`src/rtl/core/mutex_lock_with_wait_queue_assert.svh`:
```
// Assertion macros shared by the mutex block.
`ifndef MUTEX_LOCK_WITH_WAIT_QUEUE_ASSERT_SVH
`define MUTEX_LOCK_WITH_WAIT_QUEUE_ASSERT_SVH

// Same-cycle implication, checked outside reset
`define MTXQ_ASSERT_NOW(lbl, clk, rst, ante, cons, msg) \
  lbl: assert property (@(posedge clk) disable iff (rst) (ante) |-> (cons)) else $error(msg);

// Next-cycle implication, checked outside reset
`define MTXQ_ASSERT_NEXT(lbl, clk, rst, ante, cons, msg) \
  lbl: assert property (@(posedge clk) disable iff (rst) (ante) |=> (cons)) else $error(msg);

`endif

```
`src/rtl/core/mtxq_pkg.sv`:
```
// Shared types and codes for the mutex with wait queue.
package mtxq_pkg;

  // Request operation codes
  typedef enum logic [1:0] {
    OP_LOCK    = 2'd0,
    OP_TRYLOCK = 2'd1,
    OP_UNLOCK  = 2'd2
  } op_e_t;

  // Result status codes
  typedef enum logic [2:0] {
    ST_OK        = 3'd0,
    ST_QUEUED    = 3'd1,
    ST_BUSY      = 3'd2,
    ST_DEADLOCK  = 3'd3,
    ST_NOT_OWNER = 3'd4,
    ST_FULL      = 3'd5,
    ST_SATURATED = 3'd6
  } status_e_t;

  // Mutex type register codes
  typedef enum logic [1:0] {
    MT_NORMAL     = 2'd0,
    MT_RECURSIVE  = 2'd1,
    MT_ERRORCHECK = 2'd2
  } mtype_e_t;

  localparam int unsigned MTYPE_W = 2;

endpackage

```
`src/rtl/core/mtxq_if.sv`:
```
// Valid/ready channel interfaces for mutex requests and results.
interface mtxq_req_if #(
  parameter int unsigned ID_BITS = 6
);
  logic                   valid;
  logic                   ready;
  mtxq_pkg::op_e_t        operation;
  logic [ID_BITS-1:0]     requester_id;

  modport source (output valid, output operation, output requester_id, input ready);
  modport sink   (input valid, input operation, input requester_id, output ready);
endinterface

interface mtxq_rsp_if #(
  parameter int unsigned ID_BITS    = 6,
  parameter int unsigned DEPTH_BITS = 8
);
  logic                    valid;
  logic                    ready;
  mtxq_pkg::status_e_t     status;
  logic                    handoff_valid;
  logic [ID_BITS-1:0]      handoff_id;
  logic [DEPTH_BITS-1:0]   recursion_depth;

  modport source (output valid, output status, output handoff_valid, output handoff_id,
                  output recursion_depth, input ready);
  modport sink   (input valid, input status, input handoff_valid, input handoff_id,
                  input recursion_depth, output ready);
endinterface

```
`src/rtl/core/mutex_lock_with_wait_queue.sv`:
```
// Path: an accepted request loads the input reg, which then loads the result reg when it fires.
// Throughput: one request per cycle while the result is not stalled; the waiter queue head is prefetched from its RAM.
// A stalled result holds the result reg; the input reg takes the next item meanwhile only if it is empty.
// Reset (rst, synchronous, active high): mutex free, queue empty, type normal.
// Waiter queue storage is not cleared; only pushed entries are ever handed off.
module mutex_lock_with_wait_queue #(
  parameter int unsigned ID_BITS     = 6,
  parameter int unsigned QUEUE_DEPTH = 16,
  parameter int unsigned DEPTH_BITS  = 8
) (
  input  logic                           clk,
  input  logic                           rst,
  input  logic                           cfg_we,
  input  logic [mtxq_pkg::MTYPE_W-1:0]   cfg_wdata,
  mtxq_req_if.sink                       request,
  mtxq_rsp_if.source                     result
);

  `include "mutex_lock_with_wait_queue_assert.svh"

  localparam int unsigned PTR_W = (QUEUE_DEPTH > 1) ? $clog2(QUEUE_DEPTH) : 1;
  localparam int unsigned CNT_W = $clog2(QUEUE_DEPTH + 1);
  localparam logic [PTR_W-1:0] PTR_LAST = PTR_W'(QUEUE_DEPTH - 1);
  localparam logic [CNT_W-1:0] CNT_FULL = CNT_W'(QUEUE_DEPTH);
  localparam logic [DEPTH_BITS-1:0] DEPTH_ONE = DEPTH_BITS'(1);

  // Configuration register
  mtxq_pkg::mtype_e_t mutex_type;

  always_ff @(posedge clk) begin
    if (rst) begin
      mutex_type <= mtxq_pkg::MT_NORMAL;
    end else if (cfg_we) begin
      mutex_type <= mtxq_pkg::mtype_e_t'(cfg_wdata);
    end
  end

  // Input register
  logic                 s_valid;
  mtxq_pkg::op_e_t      s_op;
  logic [ID_BITS-1:0]   s_id;
  logic                 s_fire;

  // Result register
  logic                    o_valid;
  mtxq_pkg::status_e_t     o_status;
  logic                    o_hvalid;
  logic [ID_BITS-1:0]      o_hid;
  logic [DEPTH_BITS-1:0]   o_depth;

  assign s_fire        = s_valid && (!o_valid || result.ready);
  assign request.ready = !s_valid || s_fire;

  always_ff @(posedge clk) begin
    if (rst) begin
      s_valid <= 1'b0;
    end else if (request.ready) begin
      s_valid <= request.valid;
    end
  end

  always_ff @(posedge clk) begin
    if (request.valid && request.ready) begin
      s_op <= request.operation;
      s_id <= request.requester_id;
    end
  end

  // Mutex state
  logic                    owned;
  logic [ID_BITS-1:0]      owner_id;
  logic [DEPTH_BITS-1:0]   lock_depth;
  logic [PTR_W-1:0]        fifo_head;
  logic [PTR_W-1:0]        fifo_tail;
  logic [CNT_W-1:0]        fifo_count;
  logic [ID_BITS-1:0]      head_word;

  logic                    owned_next;
  logic [ID_BITS-1:0]      owner_id_next;
  logic [DEPTH_BITS-1:0]   lock_depth_next;
  mtxq_pkg::status_e_t     status_next;
  logic                    hvalid_next;
  logic [ID_BITS-1:0]      hid_next;
  logic                    push;
  logic                    pop;
  logic                    is_owner;

  assign is_owner = owned && (owner_id == s_id);

  // Request decode against the current state
  always_comb begin
    owned_next      = owned;
    owner_id_next   = owner_id;
    lock_depth_next = lock_depth;
    status_next     = mtxq_pkg::ST_OK;
    hvalid_next     = 1'b0;
    hid_next        = '0;
    push            = 1'b0;
    pop             = 1'b0;
    unique case (s_op)
      mtxq_pkg::OP_LOCK, mtxq_pkg::OP_TRYLOCK: begin
        priority if (!owned) begin
          owned_next      = 1'b1;
          owner_id_next   = s_id;
          lock_depth_next = DEPTH_ONE;
        end else if (mutex_type == mtxq_pkg::MT_RECURSIVE && is_owner) begin
          if (lock_depth == '1) begin
            status_next = mtxq_pkg::ST_SATURATED;
          end else begin
            lock_depth_next = lock_depth + DEPTH_ONE;
          end
        end else if (mutex_type == mtxq_pkg::MT_ERRORCHECK && is_owner) begin
          status_next = mtxq_pkg::ST_DEADLOCK;
        end else if (s_op == mtxq_pkg::OP_TRYLOCK) begin
          status_next = mtxq_pkg::ST_BUSY;
        end else if (fifo_count == CNT_FULL) begin
          status_next = mtxq_pkg::ST_FULL;
        end else begin
          push        = 1'b1;
          status_next = mtxq_pkg::ST_QUEUED;
        end
      end
      mtxq_pkg::OP_UNLOCK: begin
        priority if (!is_owner) begin
          status_next = mtxq_pkg::ST_NOT_OWNER;
        end else if (mutex_type == mtxq_pkg::MT_RECURSIVE && lock_depth > DEPTH_ONE) begin
          lock_depth_next = lock_depth - DEPTH_ONE;
        end else if (fifo_count != '0) begin
          pop             = 1'b1;
          owner_id_next   = head_word;
          lock_depth_next = DEPTH_ONE;
          hvalid_next     = 1'b1;
          hid_next        = head_word;
        end else begin
          owned_next      = 1'b0;
          owner_id_next   = '0;
          lock_depth_next = '0;
        end
      end
      default: begin
        // unused operation code: no change
      end
    endcase
  end

  // Queue pointer advance
  logic                push_fire;
  logic                pop_fire;
  logic [PTR_W-1:0]    head_addr_next;
  logic [PTR_W-1:0]    tail_addr_next;

  assign push_fire      = s_fire && push;
  assign pop_fire       = s_fire && pop;
  assign head_addr_next = pop_fire ? ((fifo_head == PTR_LAST) ? '0 : fifo_head + PTR_W'(1))
                                   : fifo_head;
  assign tail_addr_next = push_fire ? ((fifo_tail == PTR_LAST) ? '0 : fifo_tail + PTR_W'(1))
                                    : fifo_tail;

  // State update
  always_ff @(posedge clk) begin
    if (rst) begin
      owned      <= 1'b0;
      owner_id   <= '0;
      lock_depth <= '0;
      fifo_head  <= '0;
      fifo_tail  <= '0;
      fifo_count <= '0;
    end else begin
      if (s_fire) begin
        owned      <= owned_next;
        owner_id   <= owner_id_next;
        lock_depth <= lock_depth_next;
      end
      fifo_head <= head_addr_next;
      fifo_tail <= tail_addr_next;
      if (push_fire) begin
        fifo_count <= fifo_count + CNT_W'(1);
      end else if (pop_fire) begin
        fifo_count <= fifo_count - CNT_W'(1);
      end
    end
  end

  // Waiter RAM: one write port at the tail, registered read of the next head
  logic [ID_BITS-1:0] waiters [QUEUE_DEPTH];

  always_ff @(posedge clk) begin
    if (push_fire) begin
      waiters[fifo_tail] <= s_id;
    end
  end

  always_ff @(posedge clk) begin
    if (push_fire && (fifo_tail == head_addr_next)) begin
      head_word <= s_id;
    end else begin
      head_word <= waiters[head_addr_next];
    end
  end

  // Result register
  always_ff @(posedge clk) begin
    if (rst) begin
      o_valid <= 1'b0;
    end else if (s_fire) begin
      o_valid <= 1'b1;
    end else if (result.ready) begin
      o_valid <= 1'b0;
    end
  end

  always_ff @(posedge clk) begin
    if (s_fire) begin
      o_status <= status_next;
      o_hvalid <= hvalid_next;
      o_hid    <= hid_next;
      o_depth  <= lock_depth_next;
    end
  end

  assign result.valid           = o_valid;
  assign result.status          = o_status;
  assign result.handoff_valid   = o_hvalid;
  assign result.handoff_id      = o_hid;
  assign result.recursion_depth = o_depth;

  // Checks
  `MTXQ_ASSERT_NOW(a_count_bound, clk, rst, 1'b1, fifo_count <= CNT_FULL, "queue count overflow")
  `MTXQ_ASSERT_NOW(a_depth_owned, clk, rst, 1'b1, owned == (lock_depth != '0), "depth and owned disagree")
  `MTXQ_ASSERT_NOW(a_free_empty, clk, rst, !owned, fifo_count == '0 && owner_id == '0, "free mutex with waiters")
  `MTXQ_ASSERT_NOW(a_handoff_ok, clk, rst, o_valid && o_hvalid, o_status == mtxq_pkg::ST_OK && o_depth == DEPTH_ONE, "bad handoff result")
  `MTXQ_ASSERT_NEXT(a_push_count, clk, rst, push_fire, fifo_count == $past(fifo_count) + CNT_W'(1), "push lost")

endmodule
```
`src/flat_wrapper.sv`:
```
// flat-port wrapper written by rule: the top's interface ports become plain ports
module mutex_lock_with_wait_queue_flat 
#(
  parameter int unsigned ID_BITS     = 6,
  parameter int unsigned QUEUE_DEPTH = 16,
  parameter int unsigned DEPTH_BITS  = 8
)
  (clk, rst, cfg_we, cfg_wdata, request_valid, request_operation, request_requester_id, request_ready, result_valid, result_status, result_handoff_valid, result_handoff_id, result_recursion_depth, result_ready);
  mtxq_req_if #(.ID_BITS(ID_BITS)) request_i ();
  mtxq_rsp_if #(.ID_BITS(ID_BITS), .DEPTH_BITS(DEPTH_BITS)) result_i ();
  input  logic clk;
  input  logic rst;
  input  logic cfg_we;
  input  logic [mtxq_pkg::MTYPE_W-1:0] cfg_wdata;
  input wire logic [$bits(request_i.valid)-1:0] request_valid;
  input wire logic [$bits(request_i.operation)-1:0] request_operation;
  input wire logic [$bits(request_i.requester_id)-1:0] request_requester_id;
  output wire logic [$bits(request_i.ready)-1:0] request_ready;
  output wire logic [$bits(result_i.valid)-1:0] result_valid;
  output wire logic [$bits(result_i.status)-1:0] result_status;
  output wire logic [$bits(result_i.handoff_valid)-1:0] result_handoff_valid;
  output wire logic [$bits(result_i.handoff_id)-1:0] result_handoff_id;
  output wire logic [$bits(result_i.recursion_depth)-1:0] result_recursion_depth;
  input wire logic [$bits(result_i.ready)-1:0] result_ready;
  assign request_i.valid = request_valid;
  assign request_i.operation = request_operation;
  assign request_i.requester_id = request_requester_id;
  assign request_ready = request_i.ready;
  assign result_valid = result_i.valid;
  assign result_status = result_i.status;
  assign result_handoff_valid = result_i.handoff_valid;
  assign result_handoff_id = result_i.handoff_id;
  assign result_recursion_depth = result_i.recursion_depth;
  assign result_i.ready = result_ready;
  mutex_lock_with_wait_queue #(.ID_BITS(ID_BITS), .QUEUE_DEPTH(QUEUE_DEPTH), .DEPTH_BITS(DEPTH_BITS)) u_core (.clk(clk), .rst(rst), .cfg_we(cfg_we), .cfg_wdata(cfg_wdata), .request(request_i), .result(result_i));
endmodule
```
`config.mk`:
```
export PLATFORM = sky130hd
export DESIGN_NAME = mutex_lock_with_wait_queue_flat
export DESIGN_NICKNAME = d
export VERILOG_FILES = /design/src/rtl/core/mtxq_pkg.sv /design/src/rtl/core/mtxq_if.sv /design/src/rtl/core/mutex_lock_with_wait_queue.sv /design/src/flat_wrapper.sv
export VERILOG_INCLUDE_DIRS = /design/src /design/src/rtl/core
export SDC_FILE = /design/constraint.sdc
export NUM_CORES = 1
export LEC_CHECK = 0
export BUFFER_PORTS_ARGS = -buffer_cell sky130_fd_sc_hd__buf_4
export CORE_ASPECT_RATIO = 1.1
export CORE_MARGIN = 8
export CORE_UTILIZATION = 30
export DETAILED_ROUTE_END_ITERATION = 8
export GPL_TIMING_DRIVEN = 1
export SLEW_MARGIN = 20
export SYNTH_ARGS = -nofsm -noshare
export SYNTH_HDL_FRONTEND = slang
export SYNTH_SLANG_ARGS = --single-unit
```
`constraint.sdc`:
```
create_clock -name clk -period 3.15 [get_ports clk]
set_input_delay 0.1575 -clock clk [delete_from_list [all_inputs] [get_ports clk]]
set_output_delay 0.1575 -clock clk [all_outputs]
set_load 0.02 [all_outputs]
```
==> results.md <==
- Worst setup EP type: flip-flop
- Post-Route WL: 16300 um
- Antenna cells: 0
- Setup Crit Path Kind: reg2reg
- GRT overflow: 0
- Power density over cell area: between 500 and 600 nW/um^2
- Cell Area, Synth: a little over 7000 sq um
- Initial antenna violation count: 0
- Logic pwr share: 0.049
- Worst Path Buf+Inv: 1
- Num CTS Buffers: 17
- CP max FO: 4
- Hold Fails Final Rpt: 0
- CP peak stage delay: approximately 0.47 ns
- Drt wl/cell: ~18 um
- Area grow syn2layout: 19.1%
- Clk_lat worst skew: between 0.4 and 0.5 ns
- RSZ-0062 raised after global routing: false
- Worst Skew: roughly 0.012 ns
- Count of final setup violators: 0
- Maxcap violations: 0
- DR vias: around 4.7k
- Clk pwr share: 0.436
- Vias/cell: around 5
- Vias in the first global route: roughly 4.7k
- Ys async rst share: 0
- DRC marker count from the first detailed-route iteration: between 300 and 400
- Setup TNS: 0 ns
- Average cell area after synthesis: between 10 and 15 sq um
- # clock sinks: between 150 and 200
- Remaining DRCs: 0
- First-pass GRT wire length: 25600 um
- Net Switching: 0.949 mW
- Crit-path most repeated cell: nand2_1
- Setup ws final: 0.328 ns
- Register area share after synthesis: 0.617
- Most used DFF post-synth: edfxtp_1
- Core area: ~23000 sq um
- Post-Synthesis Cells: roughly 530
- Internal power: roughly 3.5 mW
- Die Wd: about 160 um
- Critical-path top delay cell: fa_1
- Fin util: 0.361
- H-tree Lvls: 4
- Worst Setup Start Kind: flip-flop
- Longest Clk Path Bufs: 2
- EDFF count, synth: ~120
- Port Buf Inserts: 34
- GRT Total Usage: 0.115
- Synth unique cells: between 60 and 70
- TritonRoute pass-1 iters: 5
- Nets: about 620
- Worst Path Required: 3.52 ns
- Sw Ratio: 0.213
- Worst-path clk slew: 0.06 ns
- Die ar.: about 29000 sq um
- Largest net degree at the start of global routing: 40
- Layout cell share with drive strength beyond 1: 0.205
- Top-Level Pins: 35
- Period utilization: 0.896
- Most common cell after layout, fill and taps aside: edfxtp_1
- Worst-path cell chain: nor4_1 -> nand2_1 -> and3_1 -> nand2_1 -> inv_2 -> fa_1 -> nor2b_1 -> o21ai_0 -> and2b_1 -> or4_1 -> nand4_1
- Worst slew margin: 0.503
- Die Ht: between 150 and 200 um
- RD Place Congestion: around 0.85
- Post-DP HPWL: 11200 um
- Final antenna-violating net count: 0
- Post-CTS Hold Fix Bufs: 13
- Pre-CTS setup slack: around 0.38 ns
- Critical path data arrival time: about 3.2 ns
- Largest area contributor in the netlist: edfxtp_1
- Top Family by Delay on Critical Path: simple AND/OR/NAND/NOR gates
- CTS tree: done
- VDD IR max: just under 0.0004 V
- Most frequent cells in the layout: edfxtp_1 (122), buf_4 (59), nor2_1 (46)
- Outcome: complete, no violations
- Post_cts resized: 0
- Initial Utilization: 0.303
- Largest cells by area after synthesis: edfxtp_1 (52%), dfxtp_1 (10%), mux4_2 (7.6%)
- # rows: between 50 and 60
- Root Buffer: clkbuf_16
- Syn_nets: 560
- LEAKAGE: roughly 2.8 nW
- Slew Viols, Final: 0
- Top-area cell type share of the netlist area: 0.515
- FF+latch count, synth: around 160
- Worst-Margin Slew: between 0.7 and 0.8 ns
- Setup bufs post-CTS: 0
- Max Clock Freq: around 350 MHz
- Hold crit path type: in2reg
- Yosys warning total: 0
- Tmin final: 2.82 ns
- Seq pwr share: 0.515
-- worst min-delay path, stage by stage --
cell and delay (ns):
buf_4 0.08, nor2b_1 0.05, nor2_1 0.09, nor2_1 0.04
-- synthesized netlist by cell type (all sizes together), types with 3 or more instances --
master / count
o31a: 4
nand4: 7
inv: 11
a21oi: 31
nor3: 23
nand3: 11
o21ai: 15
ha: 11
mux4: 24
nor4: 8
edfxtp: 122
a31oi: 6
clkbuf: 19
dfxtp: 36
nand2b: 8
nand4b: 3
and2: 3
or4: 4
a211oi: 10
xor2: 3
nand2: 22
buf: 10
mux2i: 5
xnor2: 10
nor2: 46
or3: 6
a22oi: 12
and3: 9
a311oi: 3
nor2b: 17
-- power groups by stage --
stage / combinational (mW) / sequential (mW) / clock (mW)
finish: 0.219 / 2.30 / 1.94
global route: 0.239 / 2.30 / 2.05
floorplan: 0.109 / 2.35 / 0
CTS: 0.219 / 2.30 / 1.97
global placement: 0.200 / 2.34 / 0
detailed placement: 0.205 / 2.34 / 0
-- metrics by stage --
step | std cells | hold slack (ns) | total power, mW | area (sq um)
6_report | 909 | 0.0363 | 4.46 | 8470
5_1_grt | 909 | 0.100 | 4.59 | 8470
4_1_cts | 909 | 0.0312 | 4.48 | 8470
3_5_place_dp | 867 | 0.337 | 2.54 | 7790
3_3_place_gp | 867 | 0.340 | 2.54 | 7790
2_1_floorplan | 533 | 0.256 | 2.46 | 7110
-- logic make-up (layout without fill, tap and decap cells) --
group                    after synthesis  in the layout  share of synthesized area
multiplexers                          31             31                     0.0862
AO/OA/AOI/OAI                        103            103                      0.100
XOR/XNOR                              13             13                     0.0160
buffers and inverters                 41            112                     0.0262
adder cells (fa/ha/maj)               12             12                     0.0222
flip-flops                           158            158                      0.617
AND/OR/NAND/NOR                      175            175                      0.133
-- flip-flops by register name (all words and copies together) (netlist names), 2 cells and up, named ones only --
register	count
u_core.waiters	96
u_core.lock_depth	8
u_core.result.recursion_depth	8
u_core.owner_id	6
u_core.result.handoff_id	6
u_core.s_id	6
u_core.fifo_count	5
u_core.fifo_head	4
u_core.fifo_tail	4
u_core.result.status	3
u_core.mutex_type	2
u_core.s_op	2
-- layer usage --
metal,GRT usage,vias up,share of wire
li1,-,2180,-
met3,0.0260,17,0.041
met5,0,-,0
met4,0.0421,0,0.015
met1,0.144,2327,0.45
met2,0.191,134,0.50
-- final timing paths --
check                           depth (start not counted)  slack [ns]                                 to                         startpoint
worst min register to register                          2        0.49  u_core.fifo_count[3]$_SDFFE_PP0P_  u_core.fifo_count[3]$_SDFFE_PP0P_
worst max register to register                         11        0.33  u_core.fifo_count[4]$_SDFFE_PP0P_  u_core.fifo_count[0]$_SDFFE_PP0P_
worst min-delay path                                    4        0.04   u_core.result.valid$_SDFFE_PP0P_                       result_ready
worst max-delay path                                   11        0.33  u_core.fifo_count[4]$_SDFFE_PP0P_  u_core.fifo_count[0]$_SDFFE_PP0P_
-- final cells by class --
type	instances	area [sq um]
inverter	11	41.3
tap	305	382
sequential	158	4380
clock inverter	11	120
multi-input combinational	334	2540
fill	2250	15000
clock buffer	18	429
timing repair buffer	72	573
(Power assumes the default switching activity.)
